`config.mk`:
```
export PLATFORM = sky130hd
export DESIGN_NAME = block_request_elevator_queue_unit
export DESIGN_NICKNAME = d
export VERILOG_FILES = /design/src/sv/breqq_pkg.sv /design/src/sv/breqq_ram.sv /design/src/sv/breqq_ctrl.sv /design/src/sv/block_request_elevator_queue_unit.sv
export SDC_FILE = /design/constraint.sdc
export NUM_CORES = 2
export LEC_CHECK = 0
export BUFFER_PORTS_ARGS = -buffer_cell sky130_fd_sc_hd__buf_2
export CORE_ASPECT_RATIO = 0.8
export CORE_MARGIN = 5
export CORE_UTILIZATION = 55
export CTS_BUF_LIST = sky130_fd_sc_hd__clkbuf_8
export DETAILED_ROUTE_END_ITERATION = 12
export PLACE_DENSITY = 0.71
export SYNTH_ARGS = -nofsm -noshare
export SYNTH_HDL_FRONTEND = slang
export SYNTH_SLANG_ARGS = --single-unit
```
`constraint.sdc`:
```
create_clock -name clk_i -period 27 [get_ports clk_i]
set_input_delay 6.75 -clock clk_i [delete_from_list [all_inputs] [get_ports clk_i]]
set_output_delay 6.75 -clock clk_i [all_outputs]
set_load 0.01 [all_outputs]
```
`src/sv/breqq_pkg.sv`:
```
// Package: shared types and codes of the block request elevator queue.
`timescale 1ns / 1ps
package breqq_pkg;

  localparam int unsigned CFG_IDX_W = 2;
  localparam logic [CFG_IDX_W-1:0] CFG_DEVICE_SIZE_KB   = 2'd0;
  localparam logic [CFG_IDX_W-1:0] CFG_MERGE_ENABLE     = 2'd1;
  localparam logic [CFG_IDX_W-1:0] CFG_MERGE_SKIPS_HEAD = 2'd2;

  typedef enum logic [3:0] {
    ST_BACK_MERGE  = 4'd0,
    ST_FRONT_MERGE = 4'd1,
    ST_QUEUED      = 4'd2,
    ST_AHEAD_DROP  = 4'd3,
    ST_PAST_END    = 4'd4,
    ST_SKIPPED     = 4'd5,
    ST_POOL_FULL   = 4'd6,
    ST_HEAD_TAKEN  = 4'd7,
    ST_EMPTY       = 4'd8
  } status_e;

  typedef enum logic [3:0] {
    FSM_IDLE, FSM_CALC, FSM_CHECK, FSM_TAKE, FSM_MERGE, FSM_ALLOC,
    FSM_FIND, FSM_INS, FSM_WR_E, FSM_WR_T, FSM_DONE
  } fsm_e;

  typedef struct packed {
    logic [31:0] device_size_kb;
    logic        merge_enable;
    logic        merge_skips_head;
  } cfg_t;

  typedef struct packed {
    logic [3:0]  status;
    logic [5:0]  entry_index;
    logic        start_device;
    logic        head_is_write;
    logic [7:0]  head_unit;
    logic [31:0] head_sector;
    logic [7:0]  head_count;
  } res_t;

  typedef struct packed {
    logic        opcode;
    logic        is_write;
    logic        prefetch;
    logic [7:0]  unit;
    logic [28:0] block_number;
    logic [3:0]  sectors_per_block;
    logic        buffer_busy;
    logic        buffer_dirty;
    logic        buffer_valid;
  } req_t;

endpackage

```
`src/sv/breqq_ram.sv`:
```
// Simple dual-port request pool memory (one write port, one read port) with registered read data.
`timescale 1ns / 1ps
module breqq_ram #(
  parameter int unsigned DW = 8,
  parameter int unsigned DEPTH = 4,
  parameter int unsigned AW = 2
) (
  input  logic          clk_i,
  input  logic          we_i,
  input  logic [AW-1:0] waddr_i,
  input  logic [DW-1:0] wdata_i,
  input  logic [AW-1:0] raddr_i,
  output logic [DW-1:0] rdata_o
);
  logic [DW-1:0] mem [DEPTH];
  logic [DW-1:0] rdata_q;

  always_ff @(posedge clk_i) begin
    if (we_i) begin
      mem[waddr_i] <= wdata_i;
    end
    rdata_q <= mem[raddr_i];
  end

  assign rdata_o = rdata_q;
endmodule

```
`src/sv/breqq_ctrl.sv`:
```
// Sequencer: merge walk, free search, elevator insert and head take.
`timescale 1ns / 1ps
module breqq_ctrl #(
  parameter int unsigned POOL_DEPTH = 64,
  parameter int unsigned MERGE_LIMIT = 244
) (
  input  logic                clk_i,
  input  logic                rst_ni,
  input  breqq_pkg::cfg_t     cfg_i,
  input  logic                req_valid_i,
  output logic                req_ready_o,
  input  breqq_pkg::req_t     req_i,
  output logic                res_valid_o,
  input  logic                res_ready_i,
  output breqq_pkg::res_t     res_o
);
  import breqq_pkg::*;

  localparam int unsigned AW = (POOL_DEPTH > 1) ? $clog2(POOL_DEPTH) : 1;
  localparam int unsigned LW = $clog2(POOL_DEPTH + 1);
  localparam int unsigned DW = 49 + LW;
  localparam int unsigned WR_LIMIT = (POOL_DEPTH * 2) / 3;
  localparam logic [LW-1:0] NONE = LW'(POOL_DEPTH);

  // record layout: {link, count, sector, unit, is_write}
  fsm_e state_q, state_d;
  req_t req_q, req_d;
  logic [31:0] sector_q, sector_d;
  logic [LW-1:0] head_q, head_d;
  logic [AW-1:0] sstart_q, sstart_d;
  logic [LW-1:0] slimit_q, slimit_d;
  logic [POOL_DEPTH-1:0] used_q, used_d;
  logic [AW-1:0] addr_q, addr_d, t_q, t_d, idx_q, idx_d, e_q, e_d;
  logic first_q, first_d;
  logic [LW-1:0] guard_q, guard_d, n_q, n_d;
  logic [DW-1:0] cur_q, cur_d;
  res_t res_q, res_d;

  logic          we;
  logic [AW-1:0] waddr, raddr;
  logic [DW-1:0] wdata, rd;

  breqq_ram #(.DW(DW), .DEPTH(POOL_DEPTH), .AW(AW)) u_ram (
    .clk_i, .we_i(we), .waddr_i(waddr), .wdata_i(wdata),
    .raddr_i(raddr), .rdata_o(rd)
  );

  logic        rd_wr, cur_wr;
  logic [7:0]  rd_unit, rd_cnt;
  logic [31:0] rd_sec;
  logic [LW-1:0] rd_link;
  logic [40:0] key_e, key_rd, key_cur;
  logic [32:0] end_sum;
  logic [8:0]  cnt_sum;
  logic [7:0]  cnt_sat;
  logic [LW-1:0] lim;
  logic [AW-1:0] nidx;
  logic [48:0] new_rec;
  logic        hd_ok, match_ok, back_hit, front_hit, brk;

  function automatic logic [5:0] idx6(input logic [AW-1:0] a);
    logic [AW+5:0] x;
    x = {6'd0, a};
    return x[5:0];
  endfunction

  always_comb begin
    rd_wr    = rd[0];
    rd_unit  = rd[8:1];
    rd_sec   = rd[40:9];
    rd_cnt   = rd[48:41];
    rd_link  = rd[49 +: LW];
    cur_wr   = cur_q[0];
    key_e    = {req_q.is_write, req_q.unit, sector_q};
    key_rd   = {rd_wr, rd_unit, rd_sec};
    key_cur  = {cur_wr, cur_q[8:1], cur_q[40:9]};
    end_sum  = {1'b0, sector_q} + {29'd0, req_q.sectors_per_block};
    cnt_sum  = {1'b0, rd_cnt} + {5'd0, req_q.sectors_per_block};
    cnt_sat  = cnt_sum[8] ? 8'hFF : cnt_sum[7:0];
    lim      = req_q.is_write ? LW'(WR_LIMIT) : LW'(POOL_DEPTH);
    nidx     = (idx_q != '0) ? idx_q - AW'(1) : AW'(lim - LW'(1));
    new_rec  = {4'd0, req_q.sectors_per_block, sector_q, req_q.unit, req_q.is_write};
    hd_ok    = head_q < NONE;
    match_ok = rd_unit == req_q.unit && rd_wr == req_q.is_write &&
               rd_cnt < 8'(MERGE_LIMIT);
    back_hit  = rd_sec + {24'd0, rd_cnt} == sector_q;
    front_hit = rd_sec - {28'd0, req_q.sectors_per_block} == sector_q;
    // elevator order: break where the new entry fits between t and n
    brk = ((key_cur < key_e) || !(key_cur < key_rd)) && (key_e < key_rd);
  end

  always_comb begin
    state_d = state_q; req_d = req_q; sector_d = sector_q; head_d = head_q;
    sstart_d = sstart_q; slimit_d = slimit_q; used_d = used_q;
    addr_d = addr_q; t_d = t_q; idx_d = idx_q; e_d = e_q; first_d = first_q;
    guard_d = guard_q; n_d = n_q; cur_d = cur_q; res_d = res_q;
    we = 1'b0; waddr = addr_q; wdata = rd; raddr = addr_q;
    req_ready_o = 1'b0; res_valid_o = 1'b0;
    case (state_q)
      FSM_IDLE: begin
        req_ready_o = 1'b1;
        if (req_valid_i) begin
          req_d = req_i;
          state_d = FSM_CALC;
        end
      end
      FSM_CALC: begin
        sector_d = {3'd0, req_q.block_number} * {28'd0, req_q.sectors_per_block};
        res_d = '0;
        state_d = FSM_CHECK;
      end
      FSM_CHECK: begin
        if (req_q.opcode) begin
          if (!hd_ok) begin
            res_d.status = ST_EMPTY;
            state_d = FSM_DONE;
          end else begin
            raddr = head_q[AW-1:0];
            state_d = FSM_TAKE;
          end
        end else if (req_q.prefetch && req_q.buffer_busy) begin
          res_d.status = ST_AHEAD_DROP;
          state_d = FSM_DONE;
        end else if (cfg_i.device_size_kb != '0 && cfg_i.device_size_kb < end_sum[32:1]) begin
          res_d.status = ST_PAST_END;
          state_d = FSM_DONE;
        end else if (req_q.buffer_busy || (req_q.is_write && !req_q.buffer_dirty) ||
                     (!req_q.is_write && req_q.buffer_valid)) begin
          res_d.status = ST_SKIPPED;
          state_d = FSM_DONE;
        end else if (cfg_i.merge_enable && hd_ok) begin
          raddr = head_q[AW-1:0];
          addr_d = head_q[AW-1:0];
          first_d = cfg_i.merge_skips_head;
          guard_d = '0;
          state_d = FSM_MERGE;
        end else begin
          state_d = FSM_ALLOC;
        end
      end
      FSM_TAKE: begin
        we = 1'b1;
        waddr = head_q[AW-1:0];
        wdata = {NONE, rd[48:0]};
        used_d[head_q[AW-1:0]] = 1'b0;
        head_d = rd_link;
        res_d.status = ST_HEAD_TAKEN;
        res_d.entry_index = idx6(head_q[AW-1:0]);
        res_d.head_is_write = rd_wr;
        res_d.head_unit = rd_unit;
        res_d.head_sector = rd_sec;
        res_d.head_count = rd_cnt;
        state_d = FSM_DONE;
      end
      FSM_MERGE: begin
        if (first_q) begin
          first_d = 1'b0;
          if (rd_link < NONE) begin
            raddr = rd_link[AW-1:0];
            addr_d = rd_link[AW-1:0];
          end else begin
            state_d = FSM_ALLOC;
          end
        end else if (match_ok && (back_hit || front_hit)) begin
          we = 1'b1;
          waddr = addr_q;
          wdata = {rd_link, cnt_sat, back_hit ? rd_sec : sector_q, rd[8:0]};
          res_d.status = back_hit ? ST_BACK_MERGE : ST_FRONT_MERGE;
          res_d.entry_index = idx6(addr_q);
          state_d = FSM_DONE;
        end else if (rd_link >= NONE || guard_q == LW'(POOL_DEPTH - 1)) begin
          state_d = FSM_ALLOC;
        end else begin
          guard_d = guard_q + LW'(1);
          raddr = rd_link[AW-1:0];
          addr_d = rd_link[AW-1:0];
        end
      end
      FSM_ALLOC: begin
        if (lim != slimit_q) begin
          slimit_d = lim;
          sstart_d = '0;
          idx_d = '0;
        end else begin
          idx_d = sstart_q;
        end
        state_d = FSM_FIND;
      end
      FSM_FIND: begin
        if (!used_q[nidx]) begin
          used_d[nidx] = 1'b1;
          sstart_d = nidx;
          e_d = nidx;
          res_d.status = ST_QUEUED;
          res_d.entry_index = idx6(nidx);
          if (!hd_ok) begin
            we = 1'b1;
            waddr = nidx;
            wdata = {NONE, new_rec};
            head_d = {{(LW-AW){1'b0}}, nidx};
            res_d.start_device = 1'b1;
            state_d = FSM_DONE;
          end else begin
            raddr = head_q[AW-1:0];
            addr_d = head_q[AW-1:0];
            first_d = 1'b1;
            guard_d = '0;
            state_d = FSM_INS;
          end
        end else if (nidx == sstart_q) begin
          res_d.status = req_q.prefetch ? ST_AHEAD_DROP : ST_POOL_FULL;
          state_d = FSM_DONE;
        end else begin
          idx_d = nidx;
        end
      end
      FSM_INS: begin
        if (first_q) begin
          first_d = 1'b0;
          cur_d = rd;
          t_d = addr_q;
          if (rd_link >= NONE) begin
            n_d = rd_link;
            state_d = FSM_WR_E;
          end else begin
            raddr = rd_link[AW-1:0];
            addr_d = rd_link[AW-1:0];
          end
        end else if (brk) begin
          n_d = {{(LW-AW){1'b0}}, addr_q};
          state_d = FSM_WR_E;
        end else begin
          cur_d = rd;
          t_d = addr_q;
          guard_d = guard_q + LW'(1);
          if (rd_link >= NONE || guard_q + LW'(1) == LW'(POOL_DEPTH - 1)) begin
            n_d = rd_link;
            state_d = FSM_WR_E;
          end else begin
            raddr = rd_link[AW-1:0];
            addr_d = rd_link[AW-1:0];
          end
        end
      end
      FSM_WR_E: begin
        we = 1'b1;
        waddr = e_q;
        wdata = {n_q, new_rec};
        state_d = FSM_WR_T;
      end
      FSM_WR_T: begin
        we = 1'b1;
        waddr = t_q;
        wdata = {{(LW-AW){1'b0}}, e_q, cur_q[48:0]};
        state_d = FSM_DONE;
      end
      FSM_DONE: begin
        res_valid_o = 1'b1;
        if (res_ready_i) state_d = FSM_IDLE;
      end
      default: state_d = FSM_IDLE;
    endcase
  end

  always_ff @(posedge clk_i or negedge rst_ni) begin
    if (!rst_ni) begin
      state_q <= FSM_IDLE;
      head_q <= NONE;
      sstart_q <= '0;
      slimit_q <= '0;
      used_q <= '0;
    end else begin
      state_q <= state_d;
      head_q <= head_d;
      sstart_q <= sstart_d;
      slimit_q <= slimit_d;
      used_q <= used_d;
    end
  end

  always_ff @(posedge clk_i) begin
    req_q <= req_d; sector_q <= sector_d; addr_q <= addr_d; t_q <= t_d;
    idx_q <= idx_d; e_q <= e_d; first_q <= first_d; guard_q <= guard_d;
    n_q <= n_d; cur_q <= cur_d; res_q <= res_d;
  end

  assign res_o = res_q;
endmodule

```
`src/sv/block_request_elevator_queue_unit.sv`:
```
// Top level: request pool queue with elevator ordering and merging.
`timescale 1ns / 1ps
// channel  | dir | tdata                                    | tuser
// s_axis   | in  | 48b request fields                       | opcode
// m_axis   | out | 56b entry/head fields                    | status
// cfg      | in  | we/idx/wdata write port, no read-back    | -
// One item at a time. A take reads the head entry and frees it; a submit
// runs the merge walk, free search and insert walk, each one memory read
// (registered read data) per step. Reset empties the queue at once via
// per-entry used flops. The result sits in an output register, so a new
// item is taken while it waits on m_axis_tready_i.
module block_request_elevator_queue_unit #(
  parameter int unsigned POOL_DEPTH = 64,
  parameter int unsigned MERGE_LIMIT = 244
) (
  input  logic                           clk_i,
  input  logic                           rst_ni,
  input  logic                           s_axis_tvalid_i,
  output logic                           s_axis_tready_o,
  // [0] is_write, [1] prefetch, [9:2] unit, [38:10] block_number,
  // [42:39] sectors_per_block, [43] busy, [44] dirty, [45] valid
  input  logic [47:0]                    s_axis_tdata_i,
  input  logic                           s_axis_tuser_i, // [0] opcode
  output logic                           m_axis_tvalid_o,
  input  logic                           m_axis_tready_i,
  // [5:0] entry_index, [6] start_device, [7] head_is_write,
  // [15:8] head_unit, [47:16] head_sector, [55:48] head_count
  output logic [55:0]                    m_axis_tdata_o,
  output logic [3:0]                     m_axis_tuser_o, // [3:0] status
  input  logic                           cfg_we_i,
  input  logic [breqq_pkg::CFG_IDX_W-1:0] cfg_idx_i,
  input  logic [31:0]                    cfg_wdata_i
);
  import breqq_pkg::*;

  cfg_t cfg_q;
  req_t req;
  res_t res, out_q;
  logic res_valid, res_ready, out_valid_q;

  // configuration registers
  always_ff @(posedge clk_i or negedge rst_ni) begin
    if (!rst_ni) begin
      cfg_q.device_size_kb   <= '0;
      cfg_q.merge_enable     <= 1'b0;
      cfg_q.merge_skips_head <= 1'b1;
    end else if (cfg_we_i) begin
      case (cfg_idx_i)
        CFG_DEVICE_SIZE_KB:   cfg_q.device_size_kb   <= cfg_wdata_i;
        CFG_MERGE_ENABLE:     cfg_q.merge_enable     <= cfg_wdata_i[0];
        CFG_MERGE_SKIPS_HEAD: cfg_q.merge_skips_head <= cfg_wdata_i[0];
        default: ;
      endcase
    end
  end

  assign req = '{
    opcode:            s_axis_tuser_i,
    is_write:          s_axis_tdata_i[0],
    prefetch:          s_axis_tdata_i[1],
    unit:              s_axis_tdata_i[9:2],
    block_number:      s_axis_tdata_i[38:10],
    sectors_per_block: s_axis_tdata_i[42:39],
    buffer_busy:       s_axis_tdata_i[43],
    buffer_dirty:      s_axis_tdata_i[44],
    buffer_valid:      s_axis_tdata_i[45]
  };

  breqq_ctrl #(.POOL_DEPTH(POOL_DEPTH), .MERGE_LIMIT(MERGE_LIMIT)) u_ctrl (
    .clk_i, .rst_ni, .cfg_i(cfg_q),
    .req_valid_i(s_axis_tvalid_i), .req_ready_o(s_axis_tready_o), .req_i(req),
    .res_valid_o(res_valid), .res_ready_i(res_ready), .res_o(res)
  );

  // output register
  assign res_ready = !out_valid_q || m_axis_tready_i;

  always_ff @(posedge clk_i or negedge rst_ni) begin
    if (!rst_ni) begin
      out_valid_q <= 1'b0;
    end else if (res_ready) begin
      out_valid_q <= res_valid;
    end
  end

  always_ff @(posedge clk_i) begin
    if (res_ready && res_valid) out_q <= res;
  end

  assign m_axis_tvalid_o = out_valid_q;
  assign m_axis_tuser_o  = out_q.status;
  assign m_axis_tdata_o  = {out_q.head_count, out_q.head_sector, out_q.head_unit,
                            out_q.head_is_write, out_q.start_device, out_q.entry_index};
endmodule

```
==> run summary <==
================================================================================
Placement-stage cell area                                            0.173 sq mm
Number of buffers added on ports                                             147
Beginning of the worst register-to-register path                    u_ctrl.new_rec[42]
WP data arrival                                                         13970 ps
Slowest stage cell on the critical path                             sky130_fd_sc_hd__buf_4
Top cells by count, synth                                           3871 x sky130_fd_sc_hd__edfxtp_1, 727 x sky130_fd_sc_hd__mux2i_1, 471 x sky130_fd_sc_hd__a211oi_1
H-tree depth                                                                   6
Slowest stage delay, CP                                                   930 ps
Path type of the worst setup path                                   flip-flop to flip-flop
Total GRT Usage                                                            0.276
Drt first pass iters                                                          10
Total design power                                                       25.4 mW
Worst setup EP type                                                    flip-flop
Initial core utilization                                                   0.551
DIE AREA                                                             0.316 sq mm
Total negative slack for setup checks                                       0 ps
Critical path launch point                                          u_ctrl.new_rec[42]
Sequential fraction of the synthesis area                                  0.718
Register-to-register path setup slack                                   13840 ps
Wire length after detailed routing                                     444000 um
Count of unique library cells instantiated by Yosys                           98
Total via count in the routed design                                       94153
Num ports                                                                    150
Final std cells w/o fill                                                   14451
Non-Filler Cell Area, Final                                          0.184 sq mm
CTS Buf Count                                                                607
Total power density per cell area                                    138 mW/mm^2
Share of synthesized registers carrying an async set or reset             0.0292
Pin count of the biggest net entering global routing                         166
Count leader, synth                                                 sky130_fd_sc_hd__edfxtp_1
VDD IR max                                                            0.000218 V
Run status                                                          finished, final reports clean
Chip width                                                                627 um
Headroom to the max-slew limit                                            0.0360
# hold bufs at CTS                                                             0
Leakage power figure                                                     62.9 nW
Synthesized netlist net count                                               9845
Initial antenna violation count                                                6
Area delta synth->final                                                    10.1%
Highest clock frequency the design can meet                             76.0 MHz
Number of nets in the finished design                                      10328
Count of clock tree sinks                                                   4045
Clock transition at the registers of the reported paths                    60 ps
Total number of yosys warnings                                                 0
Most frequent cell on the critical path                             sky130_fd_sc_hd__buf_4
Mean instance size in the synthesized netlist                         17.6 sq um
Per-cell via count in the routed design                                     6.52
Number of flops mapped to enable cells by yosys                             3871
Post-route minimum period                                               13160 ps
HP Start                                                            u_ctrl.res_o[54]
Number of gates given a new drive strength after cts                           0
Setup violation total in the final timing report                               0
Die Y                                                                     504 um
Clock tree from TritonCTS                                                    yes
Cell total after placement                                                 13391
Post-synthesis cell type with the largest combined area             sky130_fd_sc_hd__edfxtp_1
Slew at the pin with the worst max-slew slack                            1440 ps
Fraction of post-synthesis cell area in the top cell type by area          0.694
Routability congestion estimate from global placement                      0.921
Aggregate global routing overflow                                              0
Final Hold Slack                                                          417 ps
Setup Fix Bufs, Post-CTS                                                       0
Detailed Place HPWL                                                    253000 um
Count of final hold-check violations                                           0
Maxcap violations                                                              0
Type of origin of the critical path                                    flip-flop
Layout cells sized above 1                                                 0.193
Clock latency at the later pin of the worst-skew pair                    1080 ps
Top cells by area in the synthesized netlist                        sky130_fd_sc_hd__edfxtp_1 69%, sky130_fd_sc_hd__mux4_2 6.1%, sky130_fd_sc_hd__mux2i_1 4.3%
Main flop type after synthesis                                      sky130_fd_sc_hd__edfxtp_1
Class of the tightest hold or removal check                         flip-flop to flip-flop
DR WL/cell                                                               30.7 um
Worst Setup Slack, final                                                13840 ps
Req. time, crit path                                                    27810 ps
Post-Syn Instances                                                          9491
Via count of the first global-routing pass                                 91661
RSZ-0062 raised after global routing                                          no
Initial DRC Count                                                          13240
Max Slew Vio Count                                                             0
CTS root buf                                                        sky130_fd_sc_hd__clkbuf_8
Cell area after synthesis                                            0.167 sq mm
Peak fanout along the critical path                                          133
Final period utilization                                                   0.488
# DRC                                                                          0
Setup skew after layout                                                  86.9 ps
Post-Place Worst Slack                                                  13850 ps
Total of flip-flops plus latches after synthesis                            4045
Fin util                                                                   0.607
Residual antenna-violating net count after detailed routing                    0
Buffers from clock root to sink, at most                                       4
CORE AREA                                                            0.304 sq mm
Wire length of the first global-routing pass                           633000 um
Core Rows                                                                    181
================================================================================
area by class of cell:
| cell class | instances | area [sq um] |
|---|---|---|
| fillers | 21637 | 119000 |
| repair buffers | 413 | 2850 |
| diodes | 5 | 12.5 |
| multi-input cells | 4694 | 44200 |
| clock buffers | 636 | 8750 |
| flip-flops and latches | 4045 | 120000 |
| well taps | 4026 | 5040 |
| inverters | 213 | 800 |
| clock inverters | 419 | 2390 |
worst paths after layout:
kind,to,cells after the start
max,u_ctrl.u_ram.rdata_o[26],33
max reg2reg,u_ctrl.u_ram.rdata_o[26],33
min,m_axis_tdata_o[4],0
min in group asynchronous,u_ctrl.used_q[23],1
max in group asynchronous,cfg_q[20],2
min reg2reg,m_axis_tdata_o[4],0
power breakdown:
| group | switching [mW] | internal, mW | total (mW) |
|---|---|---|---|
| combinational | 7.46 | 4.00 | 11.5 |
| clock | 2.32 | 2.40 | 4.72 |
| sequential | 0.343 | 8.90 | 9.25 |
critical path, delay by kind of cell (launching register included):
kind	cells	cell delay [ps]
AOI/OAI and AO/OA	8	2150
xor gates and xnor gates	1	170
adders and majority gates	2	800
buffers and inverters	8	4670
DFF	1	330
muxes	1	600
and+or+nand+nor	13	3810
state kept, by name (all words and copies together) (netlist names), 6 cells and up:
| signal | count |
|---|---|
| u_ctrl.e_q | 6 |
| u_ctrl.req_q | 34 |
| u_ctrl.t_q | 6 |
| u_ctrl.u_ram.rdata_o | 56 |
| u_ctrl.u_ram.mem | 3584 |
| cfg_q | 34 |
| u_ctrl.head_q | 7 |
| u_ctrl.sector_q | 32 |
| u_ctrl.n_q | 7 |
| u_ctrl.guard_q | 7 |
| u_ctrl.key_e | 9 |
| u_ctrl.sstart_q | 6 |
| u_ctrl.res_o | 60 |
| m_axis_tdata_o | 56 |
| u_ctrl.cur_q | 49 |
| u_ctrl.addr_q | 6 |
| u_ctrl.idx_q | 6 |
| u_ctrl.used_q | 64 |
cell usage in the layout, fill, tap and decap left out, types with 245 or more instances in the layout:
cell type	instances
sky130_fd_sc_hd__buf_4	258
sky130_fd_sc_hd__edfxtp_1	3871
sky130_fd_sc_hd__o21ai_0	278
sky130_fd_sc_hd__mux4_2	450
sky130_fd_sc_hd__mux2i_1	727
sky130_fd_sc_hd__mux2_2	273
sky130_fd_sc_hd__clkbuf_8	636
sky130_fd_sc_hd__nand2_1	245
sky130_fd_sc_hd__inv_1	402
sky130_fd_sc_hd__a211oi_1	469
metal layers:
| metal | global-route usage | vias up | part of all wire |
|---|---|---|---|
| met4 | 0.0957 | 4 | 0.036 |
| met1 | 0.417 | 48447 | 0.41 |
| met3 | 0.0586 | 828 | 0.11 |
| met5 | 0 | - | 0.00016 |
| li1 | - | 39275 | - |
| met2 | 0.402 | 5599 | 0.44 |
cell families (layout without fill, tap and decap cells):
kind of cell | count (synthesis) | after routing | synth area share
flip-flops | 4045 | 4045 | 0.718
adder cells (fa/ha/maj) | 266 | 266 | 0.0225
XOR/XNOR | 140 | 140 | 0.00737
AO/OA/AOI/OAI | 1597 | 1597 | 0.0675
AND/OR/NAND/NOR | 1240 | 1240 | 0.0397
multiplexers | 1451 | 1451 | 0.122
buffers and inverters | 752 | 1681 | 0.0221
other | 0 | 5 | 0
Power figures use the tool's default switching activity.
